File: src/hdl/shps_pkg.sv
// Shared types, constants and codes of the spline height profile sampler.
package shps_pkg;

	localparam int unsigned MAX_POINTS_DEF = 256;
	localparam int unsigned VAL_W = 32;
	localparam int unsigned ACC_W = 38;
	localparam int unsigned MUL_W = 56;
	localparam int unsigned NUM_W = 50;
	localparam int unsigned Q_W = 17;

	localparam logic [Q_W-1:0] ONE_Q16 = 17'h10000;
	localparam logic [Q_W-1:0] HALF_Q16 = 17'h08000;

	localparam logic signed [ACC_W-1:0] SAT_HI = ACC_W'(2147483647);
	localparam logic signed [ACC_W-1:0] SAT_LO = -SAT_HI - ACC_W'(1);

	localparam logic REG_LOOP_DISTANCE = 1'b0;
	localparam logic REG_LOOP_SMOOTHING = 1'b1;

	typedef enum logic [1:0] {
		OP_SAMPLE = 2'd0,
		OP_APPEND = 2'd1,
		OP_CLEAR  = 2'd2,
		OP_NOP    = 2'd3
	} op_t;

	typedef enum logic [4:0] {
		CMD_NONE, CMD_LOAD, CMD_APPEND, CMD_CLEAR, CMD_SRCH_RD, CMD_SRCH_CMP,
		CMD_RD_A, CMD_RD_B, CMD_RD_C, CMD_RD_D, CMD_RD_E, CMD_RD_LAST, CMD_CAP_LAST,
		CMD_T_CAP, CMD_H_MUL, CMD_H_ADD, CMD_H_FIN, CMD_S_INIT, CMD_S_CAP,
		CMD_E_M1, CMD_E_M2, CMD_E_FIN, CMD_B_MUL, CMD_B_FIN
	} dp_cmd_t;

	typedef struct packed {
		dp_cmd_t cmd;
		logic    fin;
	} dp_ctl_t;

	typedef struct packed {
		logic trivial;
		logic ge;
		logic at_last;
		logic div_busy;
		logic h_last;
		logic in_win;
		logic smooth_zero;
	} dp_stat_t;

	typedef enum logic [4:0] {
		ST_IDLE, ST_SAMPLE, ST_SRCH_RD, ST_SRCH_CMP, ST_RD_A, ST_RD_B, ST_RD_C,
		ST_RD_D, ST_RD_E, ST_DIV_T, ST_H_MUL, ST_H_ADD, ST_H_FIN, ST_S_INIT,
		ST_DIV_S, ST_E_M1, ST_E_M2, ST_E_FIN, ST_B_MUL, ST_B_FIN, ST_LAST_RD,
		ST_LAST_CAP, ST_APPEND, ST_CLEAR
	} state_t;

endpackage

File: src/hdl/shps_ctrl.sv
// Controller state machine that sequences the sampler datapath.
module shps_ctrl
	import shps_pkg::*;
(
	input  logic     clk,
	input  logic     arst_n,
	input  logic     start,
	input  op_t      op,
	input  dp_stat_t stat,
	output dp_ctl_t  ctl,
	output logic     busy
);

	state_t state_q;
	state_t state_d;

	always_ff @(posedge clk or negedge arst_n) begin
		if (!arst_n) begin
			state_q <= ST_IDLE;
		end else begin
			state_q <= state_d;
		end
	end

	always_comb begin
		state_d = state_q;
		ctl.cmd = CMD_NONE;
		ctl.fin = 1'b0;
		case (state_q)
			ST_IDLE: begin
				if (start) begin
					ctl.cmd = CMD_LOAD;
					case (op)
						OP_SAMPLE: state_d = ST_SAMPLE;
						OP_APPEND: state_d = ST_APPEND;
						OP_CLEAR:  state_d = ST_CLEAR;
						default:   ctl.fin = 1'b1;
					endcase
				end
			end
			ST_SAMPLE: begin
				if (stat.trivial) begin
					ctl.fin = 1'b1;
					state_d = ST_IDLE;
				end else begin
					state_d = ST_SRCH_RD;
				end
			end
			ST_SRCH_RD: begin
				ctl.cmd = CMD_SRCH_RD;
				state_d = ST_SRCH_CMP;
			end
			ST_SRCH_CMP: begin
				ctl.cmd = CMD_SRCH_CMP;
				if (stat.ge) begin
					state_d = ST_RD_A;
				end else if (stat.at_last) begin
					state_d = ST_LAST_RD;
				end else begin
					state_d = ST_SRCH_RD;
				end
			end
			ST_RD_A: begin
				ctl.cmd = CMD_RD_A;
				state_d = ST_RD_B;
			end
			ST_RD_B: begin
				ctl.cmd = CMD_RD_B;
				state_d = ST_RD_C;
			end
			ST_RD_C: begin
				ctl.cmd = CMD_RD_C;
				state_d = ST_RD_D;
			end
			ST_RD_D: begin
				ctl.cmd = CMD_RD_D;
				state_d = ST_RD_E;
			end
			ST_RD_E: begin
				ctl.cmd = CMD_RD_E;
				state_d = ST_DIV_T;
			end
			ST_DIV_T: begin
				if (!stat.div_busy) begin
					ctl.cmd = CMD_T_CAP;
					state_d = ST_H_MUL;
				end
			end
			ST_H_MUL: begin
				ctl.cmd = CMD_H_MUL;
				state_d = ST_H_ADD;
			end
			ST_H_ADD: begin
				ctl.cmd = CMD_H_ADD;
				state_d = stat.h_last ? ST_H_FIN : ST_H_MUL;
			end
			ST_H_FIN: begin
				ctl.cmd = CMD_H_FIN;
				if (!stat.in_win || stat.smooth_zero) begin
					ctl.fin = 1'b1;
					state_d = ST_IDLE;
				end else begin
					state_d = ST_S_INIT;
				end
			end
			ST_S_INIT: begin
				ctl.cmd = CMD_S_INIT;
				state_d = ST_DIV_S;
			end
			ST_DIV_S: begin
				if (!stat.div_busy) begin
					ctl.cmd = CMD_S_CAP;
					state_d = ST_E_M1;
				end
			end
			ST_E_M1: begin
				ctl.cmd = CMD_E_M1;
				state_d = ST_E_M2;
			end
			ST_E_M2: begin
				ctl.cmd = CMD_E_M2;
				state_d = ST_E_FIN;
			end
			ST_E_FIN: begin
				ctl.cmd = CMD_E_FIN;
				state_d = ST_B_MUL;
			end
			ST_B_MUL: begin
				ctl.cmd = CMD_B_MUL;
				state_d = ST_B_FIN;
			end
			ST_B_FIN: begin
				ctl.cmd = CMD_B_FIN;
				ctl.fin = 1'b1;
				state_d = ST_IDLE;
			end
			ST_LAST_RD: begin
				ctl.cmd = CMD_RD_LAST;
				state_d = ST_LAST_CAP;
			end
			ST_LAST_CAP: begin
				ctl.cmd = CMD_CAP_LAST;
				ctl.fin = 1'b1;
				state_d = ST_IDLE;
			end
			ST_APPEND: begin
				ctl.cmd = CMD_APPEND;
				ctl.fin = 1'b1;
				state_d = ST_IDLE;
			end
			ST_CLEAR: begin
				ctl.cmd = CMD_CLEAR;
				ctl.fin = 1'b1;
				state_d = ST_IDLE;
			end
			default: begin
				state_d = ST_IDLE;
			end
		endcase
	end

	assign busy = (state_q != ST_IDLE);

endmodule

File: config.mk
export PLATFORM = sky130hd
export DESIGN_NAME = shps_ctrl
export DESIGN_NICKNAME = d
export VERILOG_FILES = /design/src/hdl/shps_pkg.sv /design/src/hdl/shps_ctrl.sv
export SDC_FILE = /design/constraint.sdc
export NUM_CORES = 1
export LEC_CHECK = 0
export BUFFER_PORTS_ARGS = -buffer_cell sky130_fd_sc_hd__clkbuf_2
export CAP_MARGIN = 10
export CORE_MARGIN = 1.5
export CORE_UTILIZATION = 23
export DETAILED_ROUTE_END_ITERATION = 6
export GPL_TIMING_DRIVEN = 0
export PLACE_DENSITY = 0.46
export SLEW_MARGIN = 5
export SYNTH_ARGS = -nofsm -noshare
export SYNTH_HDL_FRONTEND = slang
export SYNTH_SLANG_ARGS = --single-unit
File: constraint.sdc
create_clock -name clk -period 1.55 [get_ports clk]
set_input_delay 0.465 -clock clk [delete_from_list [all_inputs] [get_ports clk]]
set_output_delay 0.465 -clock clk [all_outputs]
set_load 0.05 [all_outputs]
Yosys cells after proc, flatten, opt, wreduce, memory -nomap -nowiden
Cells that the tools add are included.

Register bits after elaboration: 5. Bits of input ports: 12. Word-level logic and storage cells: 56. Output and inout port bits: 7.

Equal/unequal tests: 29. Multiplexer cells: 18. Reductions and logical operators: 8.

Operator list (number): 5-bit case mux with 23 select lines (1); 5-bit case mux with 20 select lines (1); 5-bit by 4-bit == test with 1-bit output, second input constant (8); 5-bit == test, second input constant (8); 5-bit two-way mux (6); 5-bit by 3-bit == test with 1-bit output, second input constant (4); 5-bit case mux with 3 select lines (1); 5-bit by 2-bit == test with 1-bit output, second input constant (2); 4-bit two-way mux (2); 2-bit != test, second input constant (3); 5-bit by 1-bit == test with 1-bit output, second input constant (1); 5-bit zero test (1); 5-bit nonzero test (1); 2-bit two-way mux (2); 4-bit by 1-bit != test with 1-bit output, second input constant (1); 1-bit case mux with 4 select lines (1); 4-bit AND reduction (1); 4-bit OR reduction (1); 1-bit two-way mux (3); 3-bit two-way mux (1); 3-bit OR reduction (1); 2-bit by 1-bit == test with 1-bit output, second input constant (1); 2-bit == test, second input constant (1); 2-bit zero test (1); 2 further kinds (2).

Longest topological paths before layout
Gate-level depths: netlist of run 1.

Depth after elaboration: 5. Depth in mapped cells: 7. Mapped depth without buffers: 6.

Worst setup path before layout of run 1
No wires, ideal clock.

Path type: reg-to-output. From: register state_q[0]. To: output port ctl[1] (netlist bit). Data arrival time: 2596 ps. Buffers on the path: 1. Stages on the path, launching flop included: 4. Data required time: 1085 ps. Slack: -1511 ps. Path through: dfrtp_1 > buf_6 > or2_1 > o311ai_0.

RTL lines: from (decl) (RTL line shps_ctrl.sv:14) `state_t state_q;`; from (signal assigned) (RTL line shps_ctrl.sv:21) `state_q <= state_d;`; to (decl) (RTL line shps_ctrl.sv:10) `output dp_ctl_t ctl,`.

==> flow_metrics.py, run 1 <==
metrics = {
    "worst_setup_path": {
        "rrSetupSlack_ns": -0.05,
        "required_ns": 1.08,
        "crit_arrival_ns": 1.66,
        "end_kind": "primary output",
        "worstPathMaxFanout": 5,
        "start_kind": "flip-flop",
        "r2r-end": "state_q[1]",
        "critical_path_class": "reg -> out",
        "reg2reg_depth": 7,
        "rr_startpoint": "state_q[0]",
    },
    "sta": {
        "timing.fmax_ghz": 0.470,
        "totalNegativeSetupSlack_ns": -3.25,
        "rsz0062_at_grt": "yes",
        "period_share_pct": 137,
        "setup_viol": 9,
        "max_slew_margin_pct": 81.3,
        "fin_ws_ns": -0.580,
        "worst_pin_slew_ns": 0.280,
        "final_max_slew_viol_count": 0,
        "skew_ns": 0.00341,
        "min_period_ns": 2.13,
        "hold_violations": 0,
    },
    "logic_synthesis": {
        "synth.most_common_cell": "nor2_1",
        "synth.top_cell.area_share_pct": 15.4,
        "syn_nets": 135,
        "yosysWarnings": 0,
        "synth_simple_gate_area_share_pct": 26.9,
        "synth-main-ff-cell": "dfrtp_1",
        "synth_xor_area_share_pct": 0,
        "synth_seq_cells": 5,
        "synth_top_family_by_area": "compound AO/OA/AOI/OAI gates",
        "syn_avg_cell_area_um2": 6.76,
        "synth_area_leaders": "dfrtp_1 15%, o21ai_0 7.4%, nor2_1 6.0%, a21oi_1 5.6%, ha_1 4.6%",
        "netlist_instances": 120,
        "synth.distinct_cells": 36,
        "synth_compound_area_share_pct": 42.1,
        "async_reset_ff_share_pct": 100,
        "yosys.area.top_type": "dfrtp_1",
        "muxShareOfSynthArea_pct": 0,
        "synth_enable_flop_cells": 0,
        "synthAdderAreaFrac_pct": 4.63,
        "netlist_top_cells_count": "13 x nor2_1, 12 x o21ai_0, 10 x nand2_1",
        "synth_area_um2": 811,
        "yosysSeqAreaShare_pct": 15.4,
    },
    "clock_tree": {
        "cts_tree": "yes",
        "path_clk_slew_ns": 0.04,
        "clock_latency_ns": 0.25,
        "cts_buffers": 3,
        "cts.htree.levels": 1,
        "cts-root-buf": "clkbuf_4",
        "clk_path_buf_depth": 2,
        "ctsHoldBuffers": 0,
        "clock_sinks": 5,
    },
    "layout": {
        "finalInstanceArea_um2": 1440,
        "top_register": "state_q",
        "largest_reg_flops": 5,
        "n_antenna_cell": 0,
        "area_delta_synth_final_pct": 77.0,
        "fillers": 353,
        "nets": 169,
        "reg_top3": "state_q x5",
        "drive_gt1_share_pct": 57.5,
        "stdcell_count": 199,
        "final_util_pct": 42.7,
    },
    "drt": {
        "drt-met1-wl_um": 1400,
        "final_antenna_net_count": 0,
        "topRoutingLayerUsed": "met4",
        "drtPass1Iterations": 4,
        "drtIter0Drc": 51,
        "route.met2.wl_um": 1560,
        "met3WireLength_um": 199,
        "drt-wirelength-per-cell_um": 16.0,
        "vias": 1069,
        "via_per_inst": 5.37,
        "wl_um": 3180,
        "drc": 0,
    },
    "floorplan": {
        "rows": 21,
        "ios": 19,
        "die_w_um": 62.4,
        "start_util_pct": 24.1,
        "die_h_um": 62.4,
        "core_area_um2": 3360,
        "die-area_um2": 3890,
    },
    "placement": {
        "place.gp.congestion": 0.840,
        "dp.cells": 184,
        "dp_hpwl_um": 2060,
        "pre_cts_ws_ns": -0.520,
        "io_buffers": 18,
        "dpl_cell_area_um2": 1090,
    },
    "min_path": {
        "hold_path.class": "in -> async",
    },
    "global_route": {
        "gr-total-overflow": 0,
        "grt_first_pass_wirelength_um": 5000,
        "grt_pass1_vias": 1019,
        "antenna_found_initial": 0,
        "grt_usage_pct": 16.1,
        "grt_max_degree": 11,
    },
    "run_status": {
        "status": "finished, violations left",
        "violations": "setup timing",
    },
    "power_and_ir_drop": {
        "p_per_area_nw_per_um2": 2490,
        "ir_drop_v": 0.000922,
        "leakagePower_uw": 0.000573,
    },
    "run": {
        "maxCapViolCount": 0,
    },
}
[critical path, cell delays in order, from the launching register on]
cell	delay [ns]
dfrtp_2	0.44
buf_6	0.15
or3_4	0.36
a31oi_2	0.19
o22ai_2	0.10
buf_8	0.17
[cells in the final DEF, fill, tap and decap left out, types with 5 or more instances in the layout]
master,netlist,layout
o21ai_0,12,6
buf_8,0,6
buf_4,1,13
o21a_1,5,5
clkbuf_2,0,11
nor2_1,13,7
nand2_1,10,7
a21oi_1,9,5
buf_6,2,6
[per-layer routing]
| metal | vias up | global-route usage (%) |
|---|---|---|
| li1 | 506 | - |
| met1 | 510 | 20.7 |
| met2 | 51 | 28.0 |
| met3 | 2 | 2.88 |
| met4 | 0 | 3.61 |
| met5 | - | 0 |
[cell type report]
| class | instances | area [µm²] | area share, % |
|---|---|---|---|
| clock buffer | 4 | 26.3 | 1.83 |
| multi-input combinational | 98 | 842 | 58.7 |
| inverter | 5 | 18.8 | 1.31 |
| tap | 46 | 57.6 | 4.01 |
| sequential | 5 | 129 | 8.98 |
| buffer | 11 | 118 | 8.20 |
| timing repair buffer | 30 | 244 | 17.0 |
[logic make-up (layout without fill, tap and decap cells)]
logic type | count (synthesis) | after routing
flops | 5 | 5
buf+inv | 17 | 50
fa+ha+maj | 3 | 3
compound gates | 51 | 51
simple gates | 44 | 44
[stage by stage]
stage / hold slack [ns] / power, µW
4_1_cts: 0.0226 / 3250
2_1_floorplan: 0.169 / 2040
3_3_place_gp: 0.280 / 2490
6_report: 0.0266 / 3570
3_5_place_dp: 0.285 / 2460
5_1_grt: 0.0240 / 3750
[what timing repair did]
item,CTS,global route
pin swaps,16,7
setup buffers,10,1
gates resized for setup,43,28
setup endpoints to repair,8,11
gates cloned,1,0
[how the worst max path moves through the flow]
stage	startpoint	end	slack [ns]
6_report	state_q[1]	ctl[4]	-0.58
3_3_place_gp	state_q[2]	ctl[1]	-0.53
5_1_grt	state_q[0]	ctl[4]	-0.65
4_1_cts	state_q[0]	ctl[0]	-0.62
2_1_floorplan	state_q[0]	ctl[0]	-0.26
3_5_place_dp	state_q[2]	ctl[1]	-0.52
[power breakdown]
group	leakage, µW	switching (µW)	internal [µW]	total, µW
sequential	0.0000598	65.1	193	258
combinational	0.000499	1750	1410	3160
clock	0.0000150	55.9	97.5	153
Power figures use the tool's default switching activity.
==> inputs of run 2 (changes only) <==
--- a/config.mk
+++ b/config.mk
@@ -7,6 +7,7 @@
 export LEC_CHECK = 0
 export BUFFER_PORTS_ARGS = -buffer_cell sky130_fd_sc_hd__clkbuf_2
 export CAP_MARGIN = 10
+export CORE_ASPECT_RATIO = 1.5
 export CORE_MARGIN = 1.5
 export CORE_UTILIZATION = 23
 export DETAILED_ROUTE_END_ITERATION = 6
==> flow_metrics.py, run 2 (same netlist as run 1, synthesis figures left out) <==
metrics = {
    "sta": {
        "skew_ns": 0.000302,
        "timing.fmax_ghz": 0.466,
        "setup_viol": 11,
        "rsz0062_at_grt": "yes",
        "max_slew_margin_pct": 79.5,
        "period_share_pct": 138,
        "fin_ws_ns": -0.595,
        "hold_violations": 0,
        "final_max_slew_viol_count": 0,
        "min_period_ns": 2.14,
        "worst_pin_slew_ns": 0.307,
    },
    "layout": {
        "n_antenna_cell": 0,
        "finalInstanceArea_um2": 1500,
        "reg_top3": "state_q x5",
        "area_delta_synth_final_pct": 85.0,
        "drive_gt1_share_pct": 51.6,
        "largest_reg_flops": 5,
        "final_common_cell": "buf_4",
        "stdcell_count": 201,
        "top_register": "state_q",
        "nets": 175,
        "fillers": 372,
        "final_cell_mix": "13 x buf_4, 11 x clkbuf_2, 9 x buf_8, 9 x nand2_1",
    },
    "drt": {
        "drtPass1Iterations": 4,
        "via_per_inst": 5.44,
        "vias": 1093,
        "drt-wirelength-per-cell_um": 17.2,
        "drtIter0Drc": 37,
        "final_antenna_net_count": 0,
        "drc": 0,
        "wl_um": 3450,
    },
    "placement": {
        "dp.cells": 180,
        "pre_cts_ws_ns": -0.610,
        "io_buffers": 18,
        "place.gp.congestion": 0.943,
        "dpl_cell_area_um2": 1090,
        "dp_hpwl_um": 2340,
    },
    "power_and_ir_drop": {
        "sw_frac_of_total_pct": 50.2,
        "p_per_area_nw_per_um2": 2500,
        "ir_drop_v": 0.00103,
        "intPower_uw": 1870,
        "pwr-share-comb_pct": 86.8,
        "seqPwrFrac_pct": 6.9,
        "switching_power_uw": 1880,
        "leakagePower_uw": 0.000617,
        "power.share.clock_pct": 6.3,
    },
    "clock_tree": {
        "cts_tree": "yes",
        "cts-root-buf": "clkbuf_8",
        "cts_buffers": 3,
        "clk_path_buf_depth": 2,
        "clock_latency_ns": 0.22,
        "ctsHoldBuffers": 0,
        "clock_sinks": 5,
        "path_clk_slew_ns": 0.03,
        "cts.htree.levels": 1,
    },
    "worst_setup_path": {
        "crit_family": "buffers and inverters",
        "rr_startpoint": "state_q[1]",
        "crit_chain": "buf_6 -> clkinvlp_4 -> or3_1 -> a31oi_1 -> o22ai_2 -> buf_8",
        "required_ns": 1.08,
        "worstPathMaxFanout": 8,
        "critical_path_class": "reg -> out",
        "slowest_delay_ns": 0.36,
        "worst_path_max_delay_cell": "or3_1",
        "crit_path_start": "state_q[0]",
        "rrSetupSlack_ns": -0.32,
        "start_kind": "flip-flop",
        "path_buf_inv": 3,
        "crit_arrival_ns": 1.68,
        "end_kind": "primary output",
    },
    "min_path": {
        "hold_path.class": "in -> async",
    },
    "run_status": {
        "violations": "setup timing",
        "status": "finished, violations left",
    },
    "floorplan": {
        "core_area_um2": 3380,
        "start_util_pct": 24.0,
        "die-area_um2": 3900,
        "die_h_um": 75.7,
        "rows": 26,
        "die_w_um": 51.5,
        "ios": 19,
    },
    "global_route": {
        "grt_pass1_vias": 1175,
        "grt_first_pass_wirelength_um": 5480,
        "grt_usage_pct": 18.9,
        "grt_max_degree": 11,
        "gr-total-overflow": 0,
        "antenna_found_initial": 0,
    },
    "run": {
        "maxCapViolCount": 0,
    },
}
[run 2: final timing paths]
kind	endpoint	cells past startpoint
min in group clk	state_q[1]	3
worst max register to register	state_q[0]	7
max in group asynchronous	state_q[1]	1
worst min register to register	state_q[1]	4
worst min-delay path	state_q[3]	1
worst max-delay path	ctl[4]	6
[run 2: repair_timing]
| action | CTS | global route |
|---|---|---|
| buffers inserted | 11 | 6 |
| endpoints found under the setup margin | 11 | 11 |
| pin swaps | 10 | 8 |
| cloned | 1 | 0 |
| gates resized for setup | 43 | 22 |
[run 2: cell type report]
cell class	instances	area (µm²)	area share (%)
clock buffer	4	45.0	3.00
buffer	11	141	9.42
sequential	5	126	8.42
inverter	5	22.5	1.50
multi-input combinational	98	777	51.8
tap	42	52.6	3.50
timing repair buffer	36	335	22.4
[run 2: routing by layer]
metal  track usage (%)  vias up  share of wire (%)  wire length [µm]
met5                 0        -                  0                 0
met4              13.2        0                3.0               103
met3              2.55        8                3.4               119
met2              31.8       35                 54              1860
met1              21.9      528                 40              1380
li1                  -      522                  -                 -
[run 2: stage by stage]
step | total power, µW | hold slack, ns | TNS [ns] | utilization, %
after floorplan | 2040 | 0.169 | -1.04 | -
after global placement | 2510 | 0.284 | -3.32 | 32.1
after detailed placement | 2500 | 0.285 | -3.29 | 32.1
after CTS | 3410 | 0.0548 | -3.94 | 41.3
after global routing | 3970 | 0.0549 | -4.93 | 44.3
final | 3750 | 0.0551 | -4.14 | 44.3
[run 2: power by group through the flow]
stage / registers (µW) / clock network (µW) / logic (µW)
floorplan: 223 / 0 / 1820
global placement: 241 / 0 / 2270
detailed placement: 236 / 0 / 2260
CTS: 250 / 241 / 2920
global route: 267 / 256 / 3450
finish: 259 / 234 / 3250
